File: src/hdl/tde_pkg.sv
// ---------------------------------------------------------------------------
// tde_pkg
// Shared types, constants and arithmetic helpers for the tilt encoder.
// ---------------------------------------------------------------------------
package tde_pkg;

    localparam int SAMPLE_WIDTH = 16;
    localparam int AVG_W        = 3;
    localparam int SCALE_W      = 4;
    localparam int ACC_W        = SAMPLE_WIDTH + 9;
    localparam int SC_W         = SAMPLE_WIDTH + 16;
    localparam int MIX_W        = SAMPLE_WIDTH + 1;
    localparam int MIX_LIMIT    = 255;

    localparam logic [7:0] TAG_RIGHT = 8'b0100_0000;
    localparam logic [7:0] TAG_LEFT  = 8'b1000_0000;
    localparam logic [7:0] TAG_DIR   = 8'b1100_0000;
    localparam logic [7:0] END_BYTE  = 8'd13;

    localparam logic [3:0] DIR_FWD   = 4'd1;
    localparam logic [3:0] DIR_RNEG  = 4'd2;
    localparam logic [3:0] DIR_LNEG  = 4'd4;
    localparam logic [3:0] DIR_BACK  = 4'd8;

    localparam logic REG_AVG   = 1'b0;
    localparam logic REG_SCALE = 1'b1;

    localparam logic [1:0] BEAT_RIGHT = 2'd0;
    localparam logic [1:0] BEAT_LEFT  = 2'd1;
    localparam logic [1:0] BEAT_DIR   = 2'd2;
    localparam logic [1:0] BEAT_END   = 2'd3;

    typedef logic signed [SAMPLE_WIDTH-1:0] sample_t;
    typedef logic signed [MIX_W-1:0]        mix_t;

    typedef struct packed {
        logic [AVG_W-1:0]   avg_shift;
        logic [SCALE_W-1:0] scale_shift;
    } cfg_t;

    typedef struct packed {
        logic [7:0] right_byte;
        logic [7:0] left_byte;
        logic [7:0] dir_byte;
    } msg_t;

    // (sample + (2^sh - 1) * old) / 2^sh, truncating toward zero
    function automatic sample_t smooth(sample_t sample, sample_t old, logic [AVG_W-1:0] sh);
        logic signed [ACC_W-1:0] sum;
        logic [ACC_W-1:0]        mask;
        logic signed [ACC_W-1:0] biased;
        sum    = ACC_W'(sample) + (ACC_W'(old) <<< sh) - ACC_W'(old);
        mask   = (ACC_W'(1) << sh) - ACC_W'(1);
        biased = sum + signed'(mask & {ACC_W{sum[ACC_W-1]}});
        return SAMPLE_WIDTH'(biased >>> sh);
    endfunction

    // v / 2^sh, truncating toward zero
    function automatic sample_t scale_down(sample_t v, logic [SCALE_W-1:0] sh);
        logic signed [SC_W-1:0] ext;
        logic [SC_W-1:0]        mask;
        logic signed [SC_W-1:0] biased;
        ext    = SC_W'(v);
        mask   = (SC_W'(1) << sh) - SC_W'(1);
        biased = ext + signed'(mask & {SC_W{ext[SC_W-1]}});
        return SAMPLE_WIDTH'(biased >>> sh);
    endfunction

    function automatic mix_t clamp_mix(mix_t v);
        mix_t res;
        if (v > MIX_W'(MIX_LIMIT))
            res = MIX_W'(MIX_LIMIT);
        else if (v < -MIX_W'(MIX_LIMIT))
            res = -MIX_W'(MIX_LIMIT);
        else
            res = v;
        return res;
    endfunction

    function automatic logic [7:0] magnitude(mix_t v);
        mix_t a;
        a = v[MIX_W-1] ? -v : v;
        return a[7:0];
    endfunction

endpackage

File: src/hdl/tde_sample_if.sv
// ---------------------------------------------------------------------------
// tde_sample_if
// Valid/ready channel carrying one X/Y sample pair per beat.
// ---------------------------------------------------------------------------
interface tde_sample_if;
    logic              valid;
    logic              ready;
    tde_pkg::sample_t  sample_x;
    tde_pkg::sample_t  sample_y;

    modport source (output valid, output sample_x, output sample_y, input ready);
    modport sink   (input valid, input sample_x, input sample_y, output ready);
endinterface

File: src/hdl/tde_byte_if.sv
// ---------------------------------------------------------------------------
// tde_byte_if
// Valid/ready channel carrying one message byte per beat.
// ---------------------------------------------------------------------------
interface tde_byte_if;
    logic       valid;
    logic       ready;
    logic [7:0] out_byte;
    logic       last_byte;

    modport source (output valid, output out_byte, output last_byte, input ready);
    modport sink   (input valid, input out_byte, input last_byte, output ready);
endinterface

File: src/hdl/tde_cfg_regs.sv
// ---------------------------------------------------------------------------
// tde_cfg_regs
// APB register file holding the averaging and scale shifts.
// ---------------------------------------------------------------------------
module tde_cfg_regs
(
    input  logic         clk,
    input  logic         rst_n,
    input  logic         psel,
    input  logic         penable,
    input  logic         pwrite,
    input  logic [2:0]   paddr,
    input  logic [31:0]  pwdata,
    output logic [31:0]  prdata,
    output logic         pready,
    output tde_pkg::cfg_t cfg
);

    tde_pkg::cfg_t cfg_reg;
    tde_pkg::cfg_t cfg_next;
    logic          wr_en;

    assign pready = 1'b1;
    assign wr_en  = psel && penable && pwrite;

    always_comb
    begin
        cfg_next = cfg_reg;
        if (wr_en)
        begin
            case (paddr[2])
                tde_pkg::REG_AVG:   cfg_next.avg_shift   = pwdata[tde_pkg::AVG_W-1:0];
                tde_pkg::REG_SCALE: cfg_next.scale_shift = pwdata[tde_pkg::SCALE_W-1:0];
                default:            cfg_next = cfg_reg;
            endcase
        end
    end

    always_ff @(posedge clk or negedge rst_n)
    begin
        if (!rst_n)
        begin
            cfg_reg.avg_shift   <= tde_pkg::AVG_W'(3);
            cfg_reg.scale_shift <= tde_pkg::SCALE_W'(6);
        end
        else
        begin
            cfg_reg <= cfg_next;
        end
    end

    always_comb
    begin
        case (paddr[2])
            tde_pkg::REG_AVG:   prdata = 32'(cfg_reg.avg_shift);
            tde_pkg::REG_SCALE: prdata = 32'(cfg_reg.scale_shift);
            default:            prdata = 32'd0;
        endcase
    end

    assign cfg = cfg_reg;

endmodule

File: src/hdl/tde_filter.sv
// ---------------------------------------------------------------------------
// tde_filter
// Input register, running averages and mixing into one three-byte message.
// ---------------------------------------------------------------------------
module tde_filter
(
    input  logic              clk,
    input  logic              rst_n,
    input  tde_pkg::cfg_t     cfg,
    tde_sample_if.sink        sample_ch,
    input  logic              msg_free,
    output logic              msg_load,
    output tde_pkg::msg_t     msg
);

    logic             in_valid_reg;
    logic             in_valid_next;
    tde_pkg::sample_t x_reg;
    tde_pkg::sample_t y_reg;
    tde_pkg::sample_t filt_x_reg;
    tde_pkg::sample_t filt_y_reg;
    tde_pkg::sample_t filt_x_next;
    tde_pkg::sample_t filt_y_next;
    tde_pkg::sample_t ax;
    tde_pkg::sample_t ay;
    tde_pkg::mix_t    right_mix;
    tde_pkg::mix_t    left_mix;
    logic [7:0]       right_mag;
    logic [7:0]       left_mag;
    logic [3:0]       dir;
    logic             in_take;

    assign msg_load        = in_valid_reg && msg_free;
    assign sample_ch.ready = !in_valid_reg || msg_free;
    assign in_take         = sample_ch.valid && sample_ch.ready;

    always_comb
    begin
        in_valid_next = in_valid_reg;
        if (in_take)
            in_valid_next = 1'b1;
        else if (msg_load)
            in_valid_next = 1'b0;
    end

    always_comb
    begin
        filt_x_next = tde_pkg::smooth(x_reg, filt_x_reg, cfg.avg_shift);
        filt_y_next = tde_pkg::smooth(y_reg, filt_y_reg, cfg.avg_shift);
        ax          = tde_pkg::scale_down(filt_x_next, cfg.scale_shift);
        ay          = tde_pkg::scale_down(filt_y_next, cfg.scale_shift);
        right_mix   = tde_pkg::clamp_mix(tde_pkg::MIX_W'(ax) + tde_pkg::MIX_W'(ay));
        left_mix    = tde_pkg::clamp_mix(tde_pkg::MIX_W'(ax) - tde_pkg::MIX_W'(ay));
        right_mag   = tde_pkg::magnitude(right_mix);
        left_mag    = tde_pkg::magnitude(left_mix);
        case ({right_mix[tde_pkg::MIX_W-1], left_mix[tde_pkg::MIX_W-1]})
            2'b00:   dir = tde_pkg::DIR_FWD;
            2'b01:   dir = tde_pkg::DIR_RNEG;
            2'b10:   dir = tde_pkg::DIR_LNEG;
            default: dir = tde_pkg::DIR_BACK;
        endcase
        msg.right_byte = tde_pkg::TAG_RIGHT | {2'b00, right_mag[7:2]};
        msg.left_byte  = tde_pkg::TAG_LEFT  | {2'b00, left_mag[7:2]};
        msg.dir_byte   = tde_pkg::TAG_DIR   | {4'b0000, dir};
    end

    always_ff @(posedge clk or negedge rst_n)
    begin
        if (!rst_n)
        begin
            in_valid_reg <= 1'b0;
            filt_x_reg   <= '0;
            filt_y_reg   <= '0;
        end
        else
        begin
            in_valid_reg <= in_valid_next;
            if (msg_load)
            begin
                filt_x_reg <= filt_x_next;
                filt_y_reg <= filt_y_next;
            end
        end
    end

    always_ff @(posedge clk)
    begin
        if (in_take)
        begin
            x_reg <= sample_ch.sample_x;
            y_reg <= sample_ch.sample_y;
        end
    end

endmodule

File: src/hdl/tde_serializer.sv
// ---------------------------------------------------------------------------
// tde_serializer
// Message register and four-beat byte sequencer.
// ---------------------------------------------------------------------------
module tde_serializer
(
    input  logic          clk,
    input  logic          rst_n,
    input  logic          msg_load,
    input  tde_pkg::msg_t msg,
    output logic          msg_free,
    tde_byte_if.source    byte_ch
);

    tde_pkg::msg_t msg_reg;
    logic          msg_valid_reg;
    logic          msg_valid_next;
    logic [1:0]    beat_cnt_reg;
    logic [1:0]    beat_cnt_next;
    logic          beat_take;
    logic          last_take;

    assign beat_take = byte_ch.valid && byte_ch.ready;
    assign last_take = beat_take && (beat_cnt_reg == tde_pkg::BEAT_END);
    assign msg_free  = !msg_valid_reg || last_take;

    always_comb
    begin
        msg_valid_next = msg_valid_reg;
        beat_cnt_next  = beat_cnt_reg;
        if (beat_take)
            beat_cnt_next = beat_cnt_reg + 2'd1;
        if (msg_load)
            msg_valid_next = 1'b1;
        else if (last_take)
            msg_valid_next = 1'b0;
    end

    always_ff @(posedge clk or negedge rst_n)
    begin
        if (!rst_n)
        begin
            msg_valid_reg <= 1'b0;
            beat_cnt_reg  <= tde_pkg::BEAT_RIGHT;
        end
        else
        begin
            msg_valid_reg <= msg_valid_next;
            beat_cnt_reg  <= beat_cnt_next;
        end
    end

    always_ff @(posedge clk)
    begin
        if (msg_load)
            msg_reg <= msg;
    end

    always_comb
    begin
        case (beat_cnt_reg)
            tde_pkg::BEAT_RIGHT: byte_ch.out_byte = msg_reg.right_byte;
            tde_pkg::BEAT_LEFT:  byte_ch.out_byte = msg_reg.left_byte;
            tde_pkg::BEAT_DIR:   byte_ch.out_byte = msg_reg.dir_byte;
            default:             byte_ch.out_byte = tde_pkg::END_BYTE;
        endcase
    end

    assign byte_ch.valid     = msg_valid_reg;
    assign byte_ch.last_byte = (beat_cnt_reg == tde_pkg::BEAT_END);

endmodule

File: src/hdl/tilt_to_differential_drive_encoder.sv
// ---------------------------------------------------------------------------
// tilt_to_differential_drive_encoder
// Smooths X/Y tilt samples and encodes them as a four-byte drive message.
// ---------------------------------------------------------------------------
// A sample beat goes into the input register, then into the message register
// once the four-beat byte sequencer is free, and its first byte is offered.
// A new sample is held in the input register while a message is being sent.
// Reset: averages cleared to zero, avg_shift 3, scale_shift 6, channels empty.
module tilt_to_differential_drive_encoder
(
    input  logic         clk,
    input  logic         rst_n,
    input  logic         psel,
    input  logic         penable,
    input  logic         pwrite,
    input  logic [2:0]   paddr,
    input  logic [31:0]  pwdata,
    output logic [31:0]  prdata,
    output logic         pready,
    tde_sample_if.sink   sample_ch,
    tde_byte_if.source   byte_ch
);

    tde_pkg::cfg_t cfg;
    tde_pkg::msg_t msg;
    logic          msg_load;
    logic          msg_free;

    tde_cfg_regs u_cfg
    (
        .clk     (clk),
        .rst_n   (rst_n),
        .psel    (psel),
        .penable (penable),
        .pwrite  (pwrite),
        .paddr   (paddr),
        .pwdata  (pwdata),
        .prdata  (prdata),
        .pready  (pready),
        .cfg     (cfg)
    );

    tde_filter u_filter
    (
        .clk       (clk),
        .rst_n     (rst_n),
        .cfg       (cfg),
        .sample_ch (sample_ch),
        .msg_free  (msg_free),
        .msg_load  (msg_load),
        .msg       (msg)
    );

    tde_serializer u_ser
    (
        .clk      (clk),
        .rst_n    (rst_n),
        .msg_load (msg_load),
        .msg      (msg),
        .msg_free (msg_free),
        .byte_ch  (byte_ch)
    );

    a_load_starts_msg: assert property (@(posedge clk) disable iff (!rst_n)
        msg_load |=> byte_ch.valid && !byte_ch.last_byte
                     && byte_ch.out_byte[7:6] == 2'b01)
        else $error("message load did not present a right byte");

    a_msg_continues: assert property (@(posedge clk) disable iff (!rst_n)
        byte_ch.valid && byte_ch.ready && !byte_ch.last_byte |=> byte_ch.valid)
        else $error("message broken before its last beat");

    a_last_is_cr: assert property (@(posedge clk) disable iff (!rst_n)
        byte_ch.valid && byte_ch.last_byte |-> byte_ch.out_byte == tde_pkg::END_BYTE)
        else $error("closing beat is not a carriage return");

    a_load_only_when_free: assert property (@(posedge clk) disable iff (!rst_n)
        msg_load |-> !byte_ch.valid || (byte_ch.ready && byte_ch.last_byte))
        else $error("message register overwritten");

endmodule

File: src/flat_wrapper.sv
// flat-port wrapper written by rule: the top's interface ports become plain ports
module tilt_to_differential_drive_encoder_flat 
  (clk, rst_n, psel, penable, pwrite, paddr, pwdata, prdata, pready, sample_ch_valid, sample_ch_sample_x, sample_ch_sample_y, sample_ch_ready, byte_ch_valid, byte_ch_out_byte, byte_ch_last_byte, byte_ch_ready);
  tde_sample_if sample_ch_i ();
  tde_byte_if byte_ch_i ();
  input  logic clk;
  input  logic rst_n;
  input  logic psel;
  input  logic penable;
  input  logic pwrite;
  input  logic [2:0] paddr;
  input  logic [31:0] pwdata;
  output logic [31:0] prdata;
  output logic pready;
  input wire logic [$bits(sample_ch_i.valid)-1:0] sample_ch_valid;
  input wire logic [$bits(sample_ch_i.sample_x)-1:0] sample_ch_sample_x;
  input wire logic [$bits(sample_ch_i.sample_y)-1:0] sample_ch_sample_y;
  output wire logic [$bits(sample_ch_i.ready)-1:0] sample_ch_ready;
  output wire logic [$bits(byte_ch_i.valid)-1:0] byte_ch_valid;
  output wire logic [$bits(byte_ch_i.out_byte)-1:0] byte_ch_out_byte;
  output wire logic [$bits(byte_ch_i.last_byte)-1:0] byte_ch_last_byte;
  input wire logic [$bits(byte_ch_i.ready)-1:0] byte_ch_ready;
  assign sample_ch_i.valid = sample_ch_valid;
  assign sample_ch_i.sample_x = sample_ch_sample_x;
  assign sample_ch_i.sample_y = sample_ch_sample_y;
  assign sample_ch_ready = sample_ch_i.ready;
  assign byte_ch_valid = byte_ch_i.valid;
  assign byte_ch_out_byte = byte_ch_i.out_byte;
  assign byte_ch_last_byte = byte_ch_i.last_byte;
  assign byte_ch_i.ready = byte_ch_ready;
  tilt_to_differential_drive_encoder u_core (.clk(clk), .rst_n(rst_n), .psel(psel), .penable(penable), .pwrite(pwrite), .paddr(paddr), .pwdata(pwdata), .prdata(prdata), .pready(pready), .sample_ch(sample_ch_i), .byte_ch(byte_ch_i));
endmodule
File: config.mk
export PLATFORM = sky130hd
export DESIGN_NAME = tilt_to_differential_drive_encoder_flat
export DESIGN_NICKNAME = d
export VERILOG_FILES = /design/src/hdl/tde_pkg.sv /design/src/hdl/tde_sample_if.sv /design/src/hdl/tde_byte_if.sv /design/src/hdl/tde_cfg_regs.sv /design/src/hdl/tde_filter.sv /design/src/hdl/tde_serializer.sv /design/src/hdl/tilt_to_differential_drive_encoder.sv /design/src/flat_wrapper.sv
export SDC_FILE = /design/constraint.sdc
export NUM_CORES = 1
export LEC_CHECK = 0
export BUFFER_PORTS_ARGS = -buffer_cell sky130_fd_sc_hd__buf_2
export CAP_MARGIN = 10
export CORE_ASPECT_RATIO = 1.25
export CORE_MARGIN = 2
export CORE_UTILIZATION = 59
export DETAILED_ROUTE_END_ITERATION = 6
export GPL_TIMING_DRIVEN = 0
export PLACE_DENSITY = 0.74
export REMOVE_ABC_BUFFERS = 1
export SYNTH_ARGS = -nofsm -noshare
export SYNTH_HDL_FRONTEND = slang
export SYNTH_HIERARCHICAL = 1
export SYNTH_SLANG_ARGS = --single-unit
File: constraint.sdc
create_clock -name clk -period 21.3 [get_ports clk]
set_clock_uncertainty 0.15 [all_clocks]
set_input_delay 4.26 -clock clk [delete_from_list [all_inputs] [get_ports clk]]
set_output_delay 4.26 -clock clk [all_outputs]
set_load 0.005 [all_outputs]
==> tab_implementation.tex <==
\begin{tabular}{lr}
\hline
Metric & Value \\
\hline
\multicolumn{2}{l}{\textbf{Finish}} \\
Number of fill cells in the layout & between 2000 and 3000 \\
Proportion of layout cells with a drive suffix above 1 & 9.11\% \\
Storage element area & roughly 0.0028 mm\^{}2 \\
Final net count & between 2000 and 2500 \\
Area taken by multi-input logic gates & 0.0134 mm\^{}2 \\
Antenna diode count & 0 \\
Signed area change from the synthesized netlist to the final layout & 4.25\% \\
Number of flip-flops in the largest register & 24 \\
\multicolumn{2}{l}{\textbf{Yosys}} \\
Synthesized area per cell & 7.88 um\^{}2 \\
Syn Inst Count & around 2200 \\
Yosys warnings & 6 \\
Portion of the post-synthesis area used by sequential elements & approximately 16\% \\
Arithmetic-cell share of the synthesized area counting full adders, half adders and majority gates & approximately 17\% \\
Leading cell type by number of instances after synthesis & nor2\_1 \\
Area share of xor/xnor cells in the synthesized design & $\sim$6.2\% \\
Most instantiated flip-flop cell in the synthesis netlist & edfxtp\_1 \\
Post-synthesis share of cell area spent on and, or, nand and nor gates & between 10\% and 20\% \\
Share of Yosys cell area claimed by the top area cell type & between 10 and 15\% \\
Fraction of synthesized area in multiplexers & 12.3\% \\
Synth area leaders & ha\_1, edfxtp\_1, mux2i\_1 \\
Number of synthesized register bits & around 100 \\
Top cells by count, synth & nor2\_1, a21oi\_1, inv\_1 \\
Number of synthesized flops with an enable pin & 56 \\
Post-synthesis cell area & 0.0174 mm\^{}2 \\
Fraction of the mapped netlist area in compound gates & between 20\% and 30\% \\
Number of library cell types mapped by synthesis & 96 \\
Library cell with the largest summed area after synthesis & ha\_1 \\
Post-synthesis async set-or-reset flop share & 43.4\% \\
Dominant combinational cell family by area after synthesis & compound AO/OA/AOI/OAI gates \\
\multicolumn{2}{l}{\textbf{Critical path}} \\
Data arrival time of the critical path & $\sim$19 ns \\
CP peak stage delay & roughly 0.9 ns \\
Category of the worst setup path capture point & flop \\
R2R depth & slightly above 60 \\
Maximum net fanout on the critical path & roughly 80 \\
Critical-path top delay cell & inv\_1 \\
Type of origin of the critical path & flop \\
Path type of the worst setup path & flop to flop \\
Required time reported for the critical path endpoint & 21.26 ns \\
\multicolumn{2}{l}{\textbf{Global routing}} \\
Via count of the first global-routing pass & $\sim$16000 \\
First-pass GRT wire length & between 70000 and 80000 um \\
Pin count of the biggest net entering global routing & between 70 and 80 \\
Total routing usage reported by global routing & between 30\% and 40\% \\
Antenna violations before repair & 0 \\
Total global routing overflow & 0 \\
\multicolumn{2}{l}{\textbf{Floorplanning}} \\
Core Area & $\sim$0.029 mm\^{}2 \\
Effective utilization at floorplan & 59.7\% \\
\# rows & 70 \\
Floorplan die area & about 0.031 mm\^{}2 \\
Die outline height & just under 200 um \\
Chip width & 158 um \\
Top-level port count & between 100 and 150 \\
\multicolumn{2}{l}{\textbf{STA}} \\
Time the worst path needs with I/O delays and setup & 18.56 ns \\
Number of endpoints failing setup at the final stage & 0 \\
Number of endpoints with negative hold slack in the final report & 0 \\
Max\_slew headroom & a little over a fifth \\
Peak clock frequency supported by timing & 53.9 MHz \\
Setup repair after global routing missed its margin & no \\
Worst Tran Pin Value & around 1.2 ns \\
Total negative setup slack & 0 ns \\
Final count of pins violating max slew & 0 \\
Final clock period utilization by the worst path & between 80\% and 90\% \\
\multicolumn{2}{l}{\textbf{Worst hold path}} \\
Hold depth & 1 \\
Min-Delay Path Class & flop to flop \\
\multicolumn{2}{l}{\textbf{Clock tree}} \\
Clk pin slew, worst setup/hold paths & 0.08 ns \\
Source-to-sink clock delay at the later pin of the worst-skew pair & about 0.38 ns \\
Post-cts repair resize count & 0 \\
Setup bufs post-CTS & 0 \\
CTS Sinks & 99 \\
CTS H-tree lvls & 3 \\
CTS buffer count & 9 \\
Master cell of the clock root buffer & clkbuf\_16 \\
Clock tree from TritonCTS & built \\
Number of buffers on the longest clock path & 2 \\
Hold-fix buffers at CTS & 0 \\
\multicolumn{2}{l}{\textbf{Route}} \\
Drt wl/cell & between 15 and 20 um \\
Total wirelength of the detailed-routed design & between 40000 and 50000 um \\
Total number of vias & 16000 \\
Number of DRC violations after detailed routing & 0 \\
Post-detailed-route via-to-cell ratio & about 6 \\
Number of antenna-violating nets in the routed design & 0 \\
Drt initial violations & approximately 1100 \\
Number of iterations in the first detailed-routing pass & 5 \\
\multicolumn{2}{l}{\textbf{Placement}} \\
Gpl congestion & 0.950 \\
Port bufs & 58 \\
Post-detailed-placement half-perimeter wirelength & 38000 um \\
\multicolumn{2}{l}{\textbf{Status}} \\
Outcome & complete, no violations \\
\multicolumn{2}{l}{\textbf{Flow run}} \\
Count of max-cap constraint violations & 0 \\
\hline
\end{tabular}
==> worst paths after layout <==
path,slack (ns),start,to
max,2.74,u_core/u_cfg/cfg[4],u_core/u_ser/msg_reg[10]
min,0.39,u_core/u_ser/byte_ch.valid,u_core/u_ser/byte_ch.valid
max reg2reg,2.74,u_core/u_cfg/cfg[4],u_core/u_ser/msg_reg[10]
min reg2reg,0.39,u_core/u_ser/byte_ch.valid,u_core/u_ser/byte_ch.valid
max in group asynchronous,16.40,rst_n,u_core/u_cfg/cfg[6]
min in group asynchronous,3.90,rst_n,u_core/u_cfg/cfg[3]
==> final cells by class <==
class	count	area share (%)
sequential	99	15.3
inverter	181	3.74
clock inverter	7	0.490
clock buffer	9	1.24
tap	396	2.73
multi-input combinational	1835	74.1
timing repair buffer	65	2.43
==> cell usage in the layout (no fill, tap or decap), types with 11 or more instances in the layout <==
| master | n |
|---|---|
| or3_1 | 11 |
| nor3_1 | 43 |
| nand2_1 | 173 |
| nand3_1 | 37 |
| nor2b_1 | 36 |
| and2_1 | 23 |
| a21o_1 | 40 |
| xnor2_1 | 95 |
| inv_1 | 175 |
| mux2i_1 | 110 |
| nand4_1 | 11 |
| nor2_1 | 234 |
| o21a_1 | 27 |
| buf_2 | 58 |
| o21ai_0 | 120 |
| and3_1 | 16 |
| o21bai_1 | 12 |
| mux4_2 | 15 |
| a211oi_1 | 45 |
| xor2_1 | 29 |
| nand2b_1 | 26 |
| a31oi_1 | 26 |
| fa_1 | 50 |
| conb_1 | 50 |
| a21oi_1 | 184 |
| o211ai_1 | 28 |
| ha_1 | 157 |
| edfxtp_1 | 56 |
| dfrtp_1 | 38 |
| mux2_2 | 62 |
==> logic make-up (layout without fill, tap and decap cells) <==
| family | Yosys count | in the layout |
|---|---|---|
| AND/OR/NAND/NOR | 659 | 659 |
| AO/OA/AOI/OAI | 607 | 607 |
| buffers and inverters | 320 | 262 |
| adder cells (fa/ha/maj) | 207 | 207 |
| multiplexers | 188 | 188 |
| XOR/XNOR | 124 | 124 |
| flip-flops | 99 | 99 |
| other | 4 | 50 |
==> worst max-delay path: cells and delay by family (launching register included) <==
family | cells | cell delay, ns
fa+ha+maj | 7 | 2.35
compound gates | 30 | 8.20
flops | 1 | 0.55
simple gates | 18 | 5.06
xor+xnor | 2 | 0.55
buf+inv | 5 | 1.31
==> routing by layer <==
layer | share of wire (%) | GRT usage, % | up-vias
li1 | - | - | 7803
met1 | 41 | 37.9 | 7552
met2 | 49 | 54.5 | 503
met3 | 4.7 | 3.73 | 138
met4 | 5.3 | 16.4 | 0
met5 | 0 | 0 | -
==> per-stage QoR <==
step	instances	hold slack (ns)	setup WS (ns)	util (%)	area (um^2)
6_report	2592	0.385	2.74	62.2	18100
3_3_place_gp	2569	0.354	1.48	60.6	17700
3_5_place_dp	2574	0.370	3.20	61.0	17800
2_1_floorplan	2115	0.348	6.22	-	16900
4_1_cts	2590	0.389	3.12	62.1	18100
5_1_grt	2592	0.415	1.73	62.2	18100
Power is not shown: default switching activity piles up to over one toggle a cycle in this logic, so the estimate is an artifact.
